### src/rtl/cps_pkg.sv
// Shared types, constants and helpers of the charge pulse shaper.
// No dependencies; imported by every module of the block.
`timescale 1ns / 1ps

package cps_pkg;

  localparam int SAMPLE_W  = 16;
  localparam int DATA_W    = 32;
  localparam int DIV_W     = 16;
  localparam int ALPHA_W   = 16;
  localparam int RATIO_W   = 32;
  localparam int ENV_W     = RATIO_W + 1;
  localparam int SAT_W     = DATA_W + 3;
  localparam int CFG_IDX_W = 2;

  // Register indexes of the configuration port.
  localparam logic [CFG_IDX_W-1:0] CFG_NORM_DIVISOR = 2'd0;
  localparam logic [CFG_IDX_W-1:0] CFG_FILTER_ALPHA = 2'd1;
  localparam logic [CFG_IDX_W-1:0] CFG_DECAY_RATIO  = 2'd2;

  localparam logic [DIV_W-1:0]   NORM_DIVISOR_RST = 16'd20;
  localparam logic [ALPHA_W-1:0] FILTER_ALPHA_RST = 16'd3277;
  localparam logic [RATIO_W-1:0] DECAY_RATIO_RST  = 32'd4284243210;

  // Envelope of 1.0 in Q1.32.
  localparam logic [ENV_W-1:0] ENV_ONE = {1'b1, {RATIO_W{1'b0}}};

  // Queue between the front and the back.
  localparam int QUEUE_DEPTH = 2;
  localparam int QPTR_W      = $clog2(QUEUE_DEPTH);
  localparam int QCNT_W      = QPTR_W + 1;

  // Divider: quotient bits resolved per clock and clocks per division.
  localparam int DIV_STEPS   = 8;
  localparam int DIV_CYCLES  = DATA_W / DIV_STEPS;
  localparam int DIV_CNT_W   = $clog2(DIV_CYCLES);

  // Datapath widths of the back end.
  localparam int DIFF_W = DATA_W + 1;
  localparam int PROD_W = DIFF_W + ALPHA_W + 1;
  localparam int PSH_W  = PROD_W - ALPHA_W;
  localparam int ENVP_W = 2 * RATIO_W;
  localparam int OUTP_W = DATA_W + RATIO_W + 1;
  localparam int OSH_W  = OUTP_W - RATIO_W;

  // Items in flight: queue entries, one in the back end, one in the output register.
  localparam int MAX_OUTSTANDING = QUEUE_DEPTH + 2;
  localparam int OUTST_W         = $clog2(MAX_OUTSTANDING + 1);

  typedef struct packed {
    logic                     first;
    logic signed [DATA_W-1:0] sum;
  } cps_item_t;

  typedef struct packed {
    logic [DIV_W-1:0]   norm_divisor;
    logic [ALPHA_W-1:0] filter_alpha;
    logic [RATIO_W-1:0] decay_ratio;
  } cps_cfg_t;

  // Clamp a wider signed value into the 32-bit signed range.
  function automatic logic signed [DATA_W-1:0] sat_data(input logic signed [SAT_W-1:0] v);
    logic ovf;
    ovf = (v[SAT_W-1:DATA_W-1] != {(SAT_W-DATA_W+1){v[SAT_W-1]}});
    if (!ovf) begin
      return v[DATA_W-1:0];
    end
    return v[SAT_W-1] ? {1'b1, {(DATA_W-1){1'b0}}} : {1'b0, {(DATA_W-1){1'b1}}};
  endfunction

endpackage

### src/rtl/cps_queue.sv
// Short FIFO of classified items between the front and the back end.
// Depends on cps_pkg.
`timescale 1ns / 1ps

module cps_queue import cps_pkg::*; (
  input  logic      clk_i,
  input  logic      rst_ni,
  input  logic      push_i,
  input  cps_item_t push_item_i,
  input  logic      pop_i,
  output cps_item_t pop_item_o,
  output logic      full_o,
  output logic      empty_o
);

  cps_item_t          entry_q [QUEUE_DEPTH];
  logic [QPTR_W-1:0]  wr_ptr_q, rd_ptr_q;
  logic [QCNT_W-1:0]  count_q;

  assign full_o     = (count_q == QCNT_W'(QUEUE_DEPTH));
  assign empty_o    = (count_q == '0);
  assign pop_item_o = entry_q[rd_ptr_q];

  always_ff @(posedge clk_i or negedge rst_ni) begin
    if (!rst_ni) begin
      wr_ptr_q <= '0;
      rd_ptr_q <= '0;
      count_q  <= '0;
    end else begin
      if (push_i) begin
        wr_ptr_q <= wr_ptr_q + 1'b1;
      end
      if (pop_i) begin
        rd_ptr_q <= rd_ptr_q + 1'b1;
      end
      if (push_i && !pop_i) begin
        count_q <= count_q + 1'b1;
      end else if (pop_i && !push_i) begin
        count_q <= count_q - 1'b1;
      end
    end
  end

  always_ff @(posedge clk_i) begin
    if (push_i) begin
      entry_q[wr_ptr_q] <= push_item_i;
    end
  end

endmodule

### config.mk
export PLATFORM = sky130hd
export DESIGN_NAME = cps_queue
export DESIGN_NICKNAME = d
export VERILOG_FILES = /design/src/rtl/cps_pkg.sv /design/src/rtl/cps_queue.sv
export SDC_FILE = /design/constraint.sdc
export NUM_CORES = 1
export LEC_CHECK = 0
export ABC_AREA = 1
export BUFFER_PORTS_ARGS = -buffer_cell sky130_fd_sc_hd__buf_2
export CAP_MARGIN = 10
export CORE_ASPECT_RATIO = 1.4
export CORE_MARGIN = 3
export CORE_UTILIZATION = 56
export CTS_CLUSTER_SIZE = 14
export DETAILED_ROUTE_END_ITERATION = 8
export PLACE_DENSITY = 0.84
export REMOVE_ABC_BUFFERS = 1
export SETUP_SLACK_MARGIN = 0.3
export SLEW_MARGIN = 40
export SYNTH_ARGS = -nofsm -noshare
export SYNTH_HDL_FRONTEND = slang
export SYNTH_SLANG_ARGS = --single-unit
### constraint.sdc
create_clock -name clk_i -period 5.1 [get_ports clk_i]
set_clock_uncertainty 0.05 [all_clocks]
set_input_delay 0.255 -clock clk_i [delete_from_list [all_inputs] [get_ports clk_i]]
set_output_delay 0.255 -clock clk_i [all_outputs]
set_load 0.1 [all_outputs]
==> results.ini <==
[sta]
hold_violations=0
max_freq_ghz=0.4613
setup_viol=0
slew_headroom_pct=59.75
tns_ns=0
period_needed_ns=2.168
drv_slew=0
rsz0062_at_grt=no
period_share_pct=42.51
tightest_slew_ns=0.6038

[critical_path]
startpoint_type=register
cp-end-kind=output port
crit_fanout=34
cp_data_required_time_ns=4.80
cp.arrival_ns=1.86
worstSetupPathType=reg2out

[clock_tree]
cts_tree=done
cts_buffers=9
cts_sinks=70
root_buffer=clkbuf_8
h-tree-depth=3
postCtsResizedCells=0
clock_path_buffers=2
clk_latency_ns=0.32
clkTransAtPathRegs_ns=0.07

[global_routing]
grt.overflow.total=0
grt_pass1_wl_um=6913
grt_pass1_vias=1482
antenna_found_initial=0
grt_start_max_net_pins=35
grt.total_usage_pct=17.00

[placement]
numPortBuffers=71
place_area_sq_um=3148
post-dp-hpwl_um=3252
gp_congestion=0.6151

[synthesis]
yosysWarnings=0
seq_area_frac_synth_pct=75.98
syn_area_per_cell_sq_um=21.41
syn_inst=128
syn_area_sq_um=2740
synth-seq-cells=70
ys_types=14

[layout]
regArea_sq_um=2086
antennaDiodeCount=0
multi_input_area_sq_um=568.0
drive_above_1_share_pct=57.48
finish.net_count=247
area_growth_pct=23.88
nFillCells=322
final_area_sq_um=3395

[route]
postRouteAntennaNets=0
first_pass_iters=4
drc=0
wire_per_inst_um=16.78
num_vias=1369
routed_via_density=4.960
wirelength_um=4631
drt_iter0_drc=66

[die]
die_h_um=88.77
coreArea_sq_um=4644
initial_core_util_pct=59.00
die_w_um=65.12
ios=72
row_count=29
die_area_sq_um=5780

[status]
status=finished clean

[min_path]
hold_path_class=in2reg

[flow_run]
max-cap-violations=0

==> sequential cells by signal, indices dropped and copies added, names as in the netlist <==
signal    flops
wr_ptr_q      1
rd_ptr_q      1
count_q       2
entry_q      66
==> path summary, 6_finish.rpt <==
check / from / end / slack, ns / depth (start not counted)
setup / recovery: rd_ptr_q / pop_item_o[17] / 2.93 / 2
hold / removal: push_item_i[24] / entry_q[1][24] / 0.06 / 1
setup reg to reg: wr_ptr_q / entry_q[1][0] / 3.43 / 3
hold reg to reg: count_q[1] / count_q[1] / 0.48 / 2
max in group asynchronous: rst_ni / rd_ptr_q / 4.65 / 2
min in group asynchronous: rst_ni / count_q[1] / 0.21 / 2
==> area by class of cell <==
cell class	count	share of cell area (%)
Clock buffer	9	3.649
Clock inverter	7	3.317
Inverter	7	0.7740
Multi-Input combinational cell	47	16.73
Sequential cell	70	61.44
Tap cell	62	2.285
Timing Repair Buffer	74	11.80
==> critical path, cell delays in order (launching register included) <==
cell and delay (ns):
dfrtp_4 0.83, mux2_2 0.42, buf_2 0.29
==> layer usage <==
| layer | wire length, um | track usage (%) |
|---|---|---|
| met1 | 1576 | 15.90 |
| met2 | 2692 | 31.19 |
| met3 | 287 | 7.624 |
| met4 | 75 | 8.113 |
| met5 | 0 | 0 |
==> logic make-up after synthesis <==
logic type	share of synthesized area, %
buf+inv	3.562
fa+ha+maj	0.4565
flops	75.98
mux	17.53
xor+xnor	0.9591
simple gates	1.507
==> cells in the mapped netlist <==
master | n | share of area [%]
mux2_2 | 4 | 1.6
mux2_4 | 29 | 16
dfrtp_1 | 4 | 3.7
ha_1 | 1 | 0.46
nand4_1 | 1 | 0.23
nand3_1 | 1 | 0.18
buf_12 | 3 | 2.2
nor2_1 | 3 | 0.41
edfxtp_1 | 66 | 72
xnor2_1 | 1 | 0.32
buf_6 | 1 | 0.41
nand2_1 | 5 | 0.69
inv_1 | 7 | 0.96
xor2_1 | 2 | 0.64
==> repair_timing <==
item,CTS,global route
setup endpoints to repair,0,0
setup buffers,0,0
hold endpoints to repair,4,0
hold buffers,1,0
==> cells in the final DEF (no fill, tap or decap) <==
cell	Yosys	final
clkinv_4	0	1
mux2_4	29	29
clkinv_1	0	1
nor2_4	0	1
ha_1	1	1
xnor2_1	1	1
buf_2	0	71
inv_1	7	7
nor2_1	3	2
dfrtp_1	4	3
edfxtp_1	66	66
dlygate4sd3_1	0	1
bufinv_16	0	3
nand3_1	1	1
buf_16	0	1
xor2_1	2	2
buf_4	0	1
nand2_1	5	5
dfrtp_4	0	1
mux2_2	4	4
clkinv_2	0	2
clkbuf_8	0	9
nand4_1	1	1
==> stage by stage <==
stage	hold slack (ns)	utilization (%)	worst slack [ns]	cells
2_1_floorplan	-0.09059	-	2.759	124
3_3_place_gp	0.01056	67.13	3.073	258
3_5_place_dp	0.01234	67.78	3.267	259
4_1_cts	0.04555	73.09	2.901	276
5_1_grt	0.03624	73.09	2.854	276
6_report	0.06487	73.09	2.932	276
Power is not shown: default switching activity piles up to over one toggle a cycle in this logic, so the estimate is an artifact.
