## src/rtl/cps_pkg.sv

```systemverilog
// Shared types, constants and helpers of the charge pulse shaper.
// No dependencies; imported by every module of the block.
`timescale 1ns / 1ps

package cps_pkg;

  localparam int SAMPLE_W  = 16;
  localparam int DATA_W    = 32;
  localparam int DIV_W     = 16;
  localparam int ALPHA_W   = 16;
  localparam int RATIO_W   = 32;
  localparam int ENV_W     = RATIO_W + 1;
  localparam int SAT_W     = DATA_W + 3;
  localparam int CFG_IDX_W = 2;

  // Register indexes of the configuration port.
  localparam logic [CFG_IDX_W-1:0] CFG_NORM_DIVISOR = 2'd0;
  localparam logic [CFG_IDX_W-1:0] CFG_FILTER_ALPHA = 2'd1;
  localparam logic [CFG_IDX_W-1:0] CFG_DECAY_RATIO  = 2'd2;

  localparam logic [DIV_W-1:0]   NORM_DIVISOR_RST = 16'd20;
  localparam logic [ALPHA_W-1:0] FILTER_ALPHA_RST = 16'd3277;
  localparam logic [RATIO_W-1:0] DECAY_RATIO_RST  = 32'd4284243210;

  // Envelope of 1.0 in Q1.32.
  localparam logic [ENV_W-1:0] ENV_ONE = {1'b1, {RATIO_W{1'b0}}};

  // Queue between the front and the back.
  localparam int QUEUE_DEPTH = 2;
  localparam int QPTR_W      = $clog2(QUEUE_DEPTH);
  localparam int QCNT_W      = QPTR_W + 1;

  // Divider: quotient bits resolved per clock and clocks per division.
  localparam int DIV_STEPS   = 8;
  localparam int DIV_CYCLES  = DATA_W / DIV_STEPS;
  localparam int DIV_CNT_W   = $clog2(DIV_CYCLES);

  // Datapath widths of the back end.
  localparam int DIFF_W = DATA_W + 1;
  localparam int PROD_W = DIFF_W + ALPHA_W + 1;
  localparam int PSH_W  = PROD_W - ALPHA_W;
  localparam int ENVP_W = 2 * RATIO_W;
  localparam int OUTP_W = DATA_W + RATIO_W + 1;
  localparam int OSH_W  = OUTP_W - RATIO_W;

  // Items in flight: queue entries, one in the back end, one in the output register.
  localparam int MAX_OUTSTANDING = QUEUE_DEPTH + 2;
  localparam int OUTST_W         = $clog2(MAX_OUTSTANDING + 1);

  typedef struct packed {
    logic                     first;
    logic signed [DATA_W-1:0] sum;
  } cps_item_t;

  typedef struct packed {
    logic [DIV_W-1:0]   norm_divisor;
    logic [ALPHA_W-1:0] filter_alpha;
    logic [RATIO_W-1:0] decay_ratio;
  } cps_cfg_t;

  // Clamp a wider signed value into the 32-bit signed range.
  function automatic logic signed [DATA_W-1:0] sat_data(input logic signed [SAT_W-1:0] v);
    logic ovf;
    ovf = (v[SAT_W-1:DATA_W-1] != {(SAT_W-DATA_W+1){v[SAT_W-1]}});
    if (!ovf) begin
      return v[DATA_W-1:0];
    end
    return v[SAT_W-1] ? {1'b1, {(DATA_W-1){1'b0}}} : {1'b0, {(DATA_W-1){1'b1}}};
  endfunction

endpackage

```

## src/rtl/cps_front.sv

```systemverilog
// Front end of the charge pulse shaper: input handshake and running sum.
// Depends on cps_pkg; feeds cps_queue.
`timescale 1ns / 1ps

module cps_front import cps_pkg::*; (
  input  logic                       clk_i,
  input  logic                       rst_ni,
  input  logic                       in_valid_i,
  output logic                       in_ready_o,
  input  logic signed [SAMPLE_W-1:0] sample_value_i,
  input  logic                       first_sample_i,
  input  logic                       q_full_i,
  output logic                       push_o,
  output cps_item_t                  push_item_o
);

  logic signed [DATA_W-1:0] sum_q, sum_d;
  logic                     accept;

  assign in_ready_o = !q_full_i;
  assign accept     = in_valid_i && !q_full_i;

  // A frame start restarts the sum; otherwise it accumulates with saturation.
  always_comb begin
    if (first_sample_i) begin
      sum_d = DATA_W'(sample_value_i);
    end else begin
      sum_d = sat_data(SAT_W'(sum_q) + SAT_W'(sample_value_i));
    end
  end

  assign push_o            = accept;
  assign push_item_o.first = first_sample_i;
  assign push_item_o.sum   = sum_d;

  always_ff @(posedge clk_i or negedge rst_ni) begin
    if (!rst_ni) begin
      sum_q <= '0;
    end else if (accept) begin
      sum_q <= sum_d;
    end
  end

endmodule

```

## config.mk

```make
export PLATFORM = sky130hd
export DESIGN_NAME = cps_front
export DESIGN_NICKNAME = d
export VERILOG_FILES = /design/src/rtl/cps_pkg.sv /design/src/rtl/cps_front.sv
export SDC_FILE = /design/constraint.sdc
export NUM_CORES = 1
export LEC_CHECK = 0
export CELL_PAD_IN_SITES_DETAIL_PLACEMENT = 1
export CELL_PAD_IN_SITES_GLOBAL_PLACEMENT = 2
export CORE_MARGIN = 3
export CORE_UTILIZATION = 38
export CTS_BUF_LIST = sky130_fd_sc_hd__clkbuf_8
export CTS_CLUSTER_DIAMETER = 100
export DETAILED_ROUTE_END_ITERATION = 10
export DONT_BUFFER_PORTS = 1
export PLACE_DENSITY_LB_ADDON = 0.1
export SYNTH_ARGS = -nofsm -noshare
export SYNTH_HDL_FRONTEND = slang
export SYNTH_SLANG_ARGS = --single-unit
export TNS_END_PERCENT = 1
```

## constraint.sdc

```tcl
create_clock -name clk_i -period 3.5 [get_ports clk_i]
set_input_delay 0 -clock clk_i [delete_from_list [all_inputs] [get_ports clk_i]]
set_output_delay 0 -clock clk_i [all_outputs]
set_load 0.005 [all_outputs]
```

==> qor.yml <==
cts-root-buf: "clkbuf_8"
dpl.cell_count: 661
syn_area_per_cell_um2: 7.40
dp_hpwl_mm: 11.0
cpMostUsedCell: "o21ai_0"
wirelength_met1_mm: 7.38
rows: 36
synthesis.area_mm2: 0.00400
final_antenna_net_count: 0
top_layer: "met4"
io_pins: 56
tightest_slew_ns: 0.778
peakVddDrop_mv: 0.313
io_buffers: 0
wl_met3_um: 541
min_path_cells: 0
async_flop_share: 1.00
crit_type: "register to output port"
cp_slowest_cell: "a311oi_1"
seq_area_frac_synth: 0.200
clock_skew_ns: 0.00942
start_util: 0.400
first_pass_iters: 4
fin_area_mm2: 0.00465
synth_flop_cell: "dfrtp_1"
globalRouteTotalUtil: 0.266
final_cells: 699
setup_viol: 0
cts_setup_buffers: 0
nNetsFinal: 619
hold_class: "primary input to output port"
yosysWarnings: 0
top_register: "sum_q"
netlist-cell-type-count: 63
cp_max_fo: 10
power_density_mw_per_mm2: 990
cts.sinks: 32
routed-wl-met2_mm: 7.12
final_common_cell: "a21oi_1"
fp.dieW_um: 109
outcome: "finished, final reports clean"
cts.path.max_buffers: 2
holdCritStartpoint: "first_sample_i"
clkLatencyLatePin_ns: 0.31
core_area_mm2: 0.0100
grt_max_degree: 33
nFillCells: 1282
layout-drive-gt1-share: 0.0972
r2r-start: "sum_q[15]$_DFFE_PN0P_"
cts_tree: "yes"
synth_seq_cells: 32
top_regs: "sum_q: 32 flops"
max_stage_delay_ns: 0.59
synthCells: 541
r2r_cells: 9
die_y_um: 109
cts_inserted_buffers: 5
power.leakage_nw: 1.93
avgRoutedWirePerCell_um: 21.8
r2r_end: "sum_q[22]$_DFFE_PN0P_"
grt_pass1_wl_mm: 24.5
finalCritPeriodShare: 0.974
via_count: 4298
arrival_ns: 3.41
reg2reg_slack_ns: 0.17
drtIter0Drc: 232
startpoint_type: "register"
synth_edf_count: 0
maxSlewHeadroom: 0.480
antenna_found_initial: 0
hold_viol: 0
final_cell_mix: "a21oi_1, nand2_1, nor2_1"
place.gp.congestion: 0.876
fin_tns_setup_ns: 0
drc: 0
synthToLayoutAreaGrowth_pct: 16.2
synth_nets: 595
clk_pin_slew_ns: 0.08
grt_pass1_vias: 4437
required_ns: 3.50
n_antenna_cell: 0
vias_per_cell: 6.15
holdPathEnd: "push_item_o[32]"
dieArea_mm2: 0.0118
slew_violations: 0
min_period_ns: 3.41
fmax_mhz: 293
end_kind: "output port"
placed_cell_area_mm2: 0.00415
path_cells: "ha_1 -> a21oi_1 -> o21ai_0 -> a311oi_1 -> nand2b_1 -> o211ai_1 -> o21ai_0 -> a221oi_2 -> nor2_1"
wl_mm: 15.2
largest_reg_flops: 32
grt.overflow.total: 0
maxCapViolations: 0
cts-htree-levels: 2
-- power by group --
group | internal (mW) | switching, mW
combinational | 1.35 | 2.21
sequential | 0.542 | 0.109
clock | 0.209 | 0.181
total | 2.10 | 2.50
-- cell usage after synthesis (all sizes together), types with 9 or more instances --
cell / instances / area, um2
nor2b: 18 / 113
nor2: 48 / 180
a21oi: 71 / 359
o21ai: 39 / 203
o211ai: 21 / 168
and3: 9 / 61.3
nand4: 12 / 90.1
ha: 32 / 400
buf: 17 / 103
xnor2: 14 / 123
nand2: 54 / 203
nand3: 28 / 145
inv: 13 / 48.8
a221oi: 18 / 158
a21o: 17 / 128
dfrtp: 32 / 801
clkbuf: 15 / 56.3
-- stage by stage --
step	util	hold slack, ns	power, mW	worst slack [ns]
2_1_floorplan	-	-0.296	3.13	0.689
3_3_place_gp	0.415	-0.294	3.96	0.130
3_5_place_dp	0.415	-0.294	4.02	0.0993
4_1_cts	0.457	0.000634	4.48	-0.000846
5_1_grt	0.465	0.0000414	5.04	-0.00246
6_report	0.465	0.000266	4.61	0.0920
-- cell type report --
class	instances	area, um2	share of cell area
Clock buffer	5	68.8	0.0148
Sequential cell	32	801	0.172
Multi-Input combinational cell	465	3080	0.663
Clock inverter	3	38.8	0.00834
Tap cell	133	166	0.0358
Timing Repair Buffer	48	443	0.0952
Inverter	13	48.8	0.0105
-- worst max path at each step --
stage | slack (ns) | cells past startpoint | to | start
final | 0.09 | 9 | push_item_o[22] | sum_q[15]$_DFFE_PN0P_
after global routing | -0.002 | 12 | push_item_o[26] | sum_q[0]$_DFFE_PN0P_
after floorplan | 0.69 | 11 | sum_q[18]$_DFFE_PN0P_ | sum_q[19]$_DFFE_PN0P_
after global placement | 0.13 | 10 | sum_q[22]$_DFFE_PN0P_ | sum_q[18]$_DFFE_PN0P_
after detailed placement | 0.1 | 10 | sum_q[22]$_DFFE_PN0P_ | sum_q[18]$_DFFE_PN0P_
after CTS | -0.0008 | 10 | push_item_o[12] | sum_q[18]$_DFFE_PN0P_
-- worst max-delay path: cells and delay by family, from the launching register on --
kind,cells,cell delay (ns)
adder cells (fa/ha/maj),1,0.40
AO/OA/AOI/OAI,6,2.10
AND/OR/NAND/NOR,2,0.22
flip-flops,1,0.40
-- per-layer routing --
layer,up-vias,track usage
met5,-,0
met4,0,0.0505
met3,15,0.0326
met2,102,0.426
met1,2106,0.386
li1,2075,-
-- cell families (layout without fill, tap and decap cells) --
family / Yosys count / in the layout / share of synthesized area
AOI/OAI and AO/OA: 208 / 208 / 0.342
xor gates and xnor gates: 19 / 19 / 0.0416
adders and majority gates: 33 / 33 / 0.105
buffers and inverters: 45 / 69 / 0.0519
DFF: 32 / 32 / 0.200
muxes: 2 / 2 / 0.00500
and+or+nand+nor: 202 / 203 / 0.254
-- what timing repair did --
action                     4_1_cts  5_1_grt
pin swaps                        0        1
resized for setup                2       19
setup endpoints to repair       23       54
cloned                           0        1
hold endpoints to repair        51        0
hold buffers                    29        0
No activity file was read; power rests on OpenSTA's default activity.
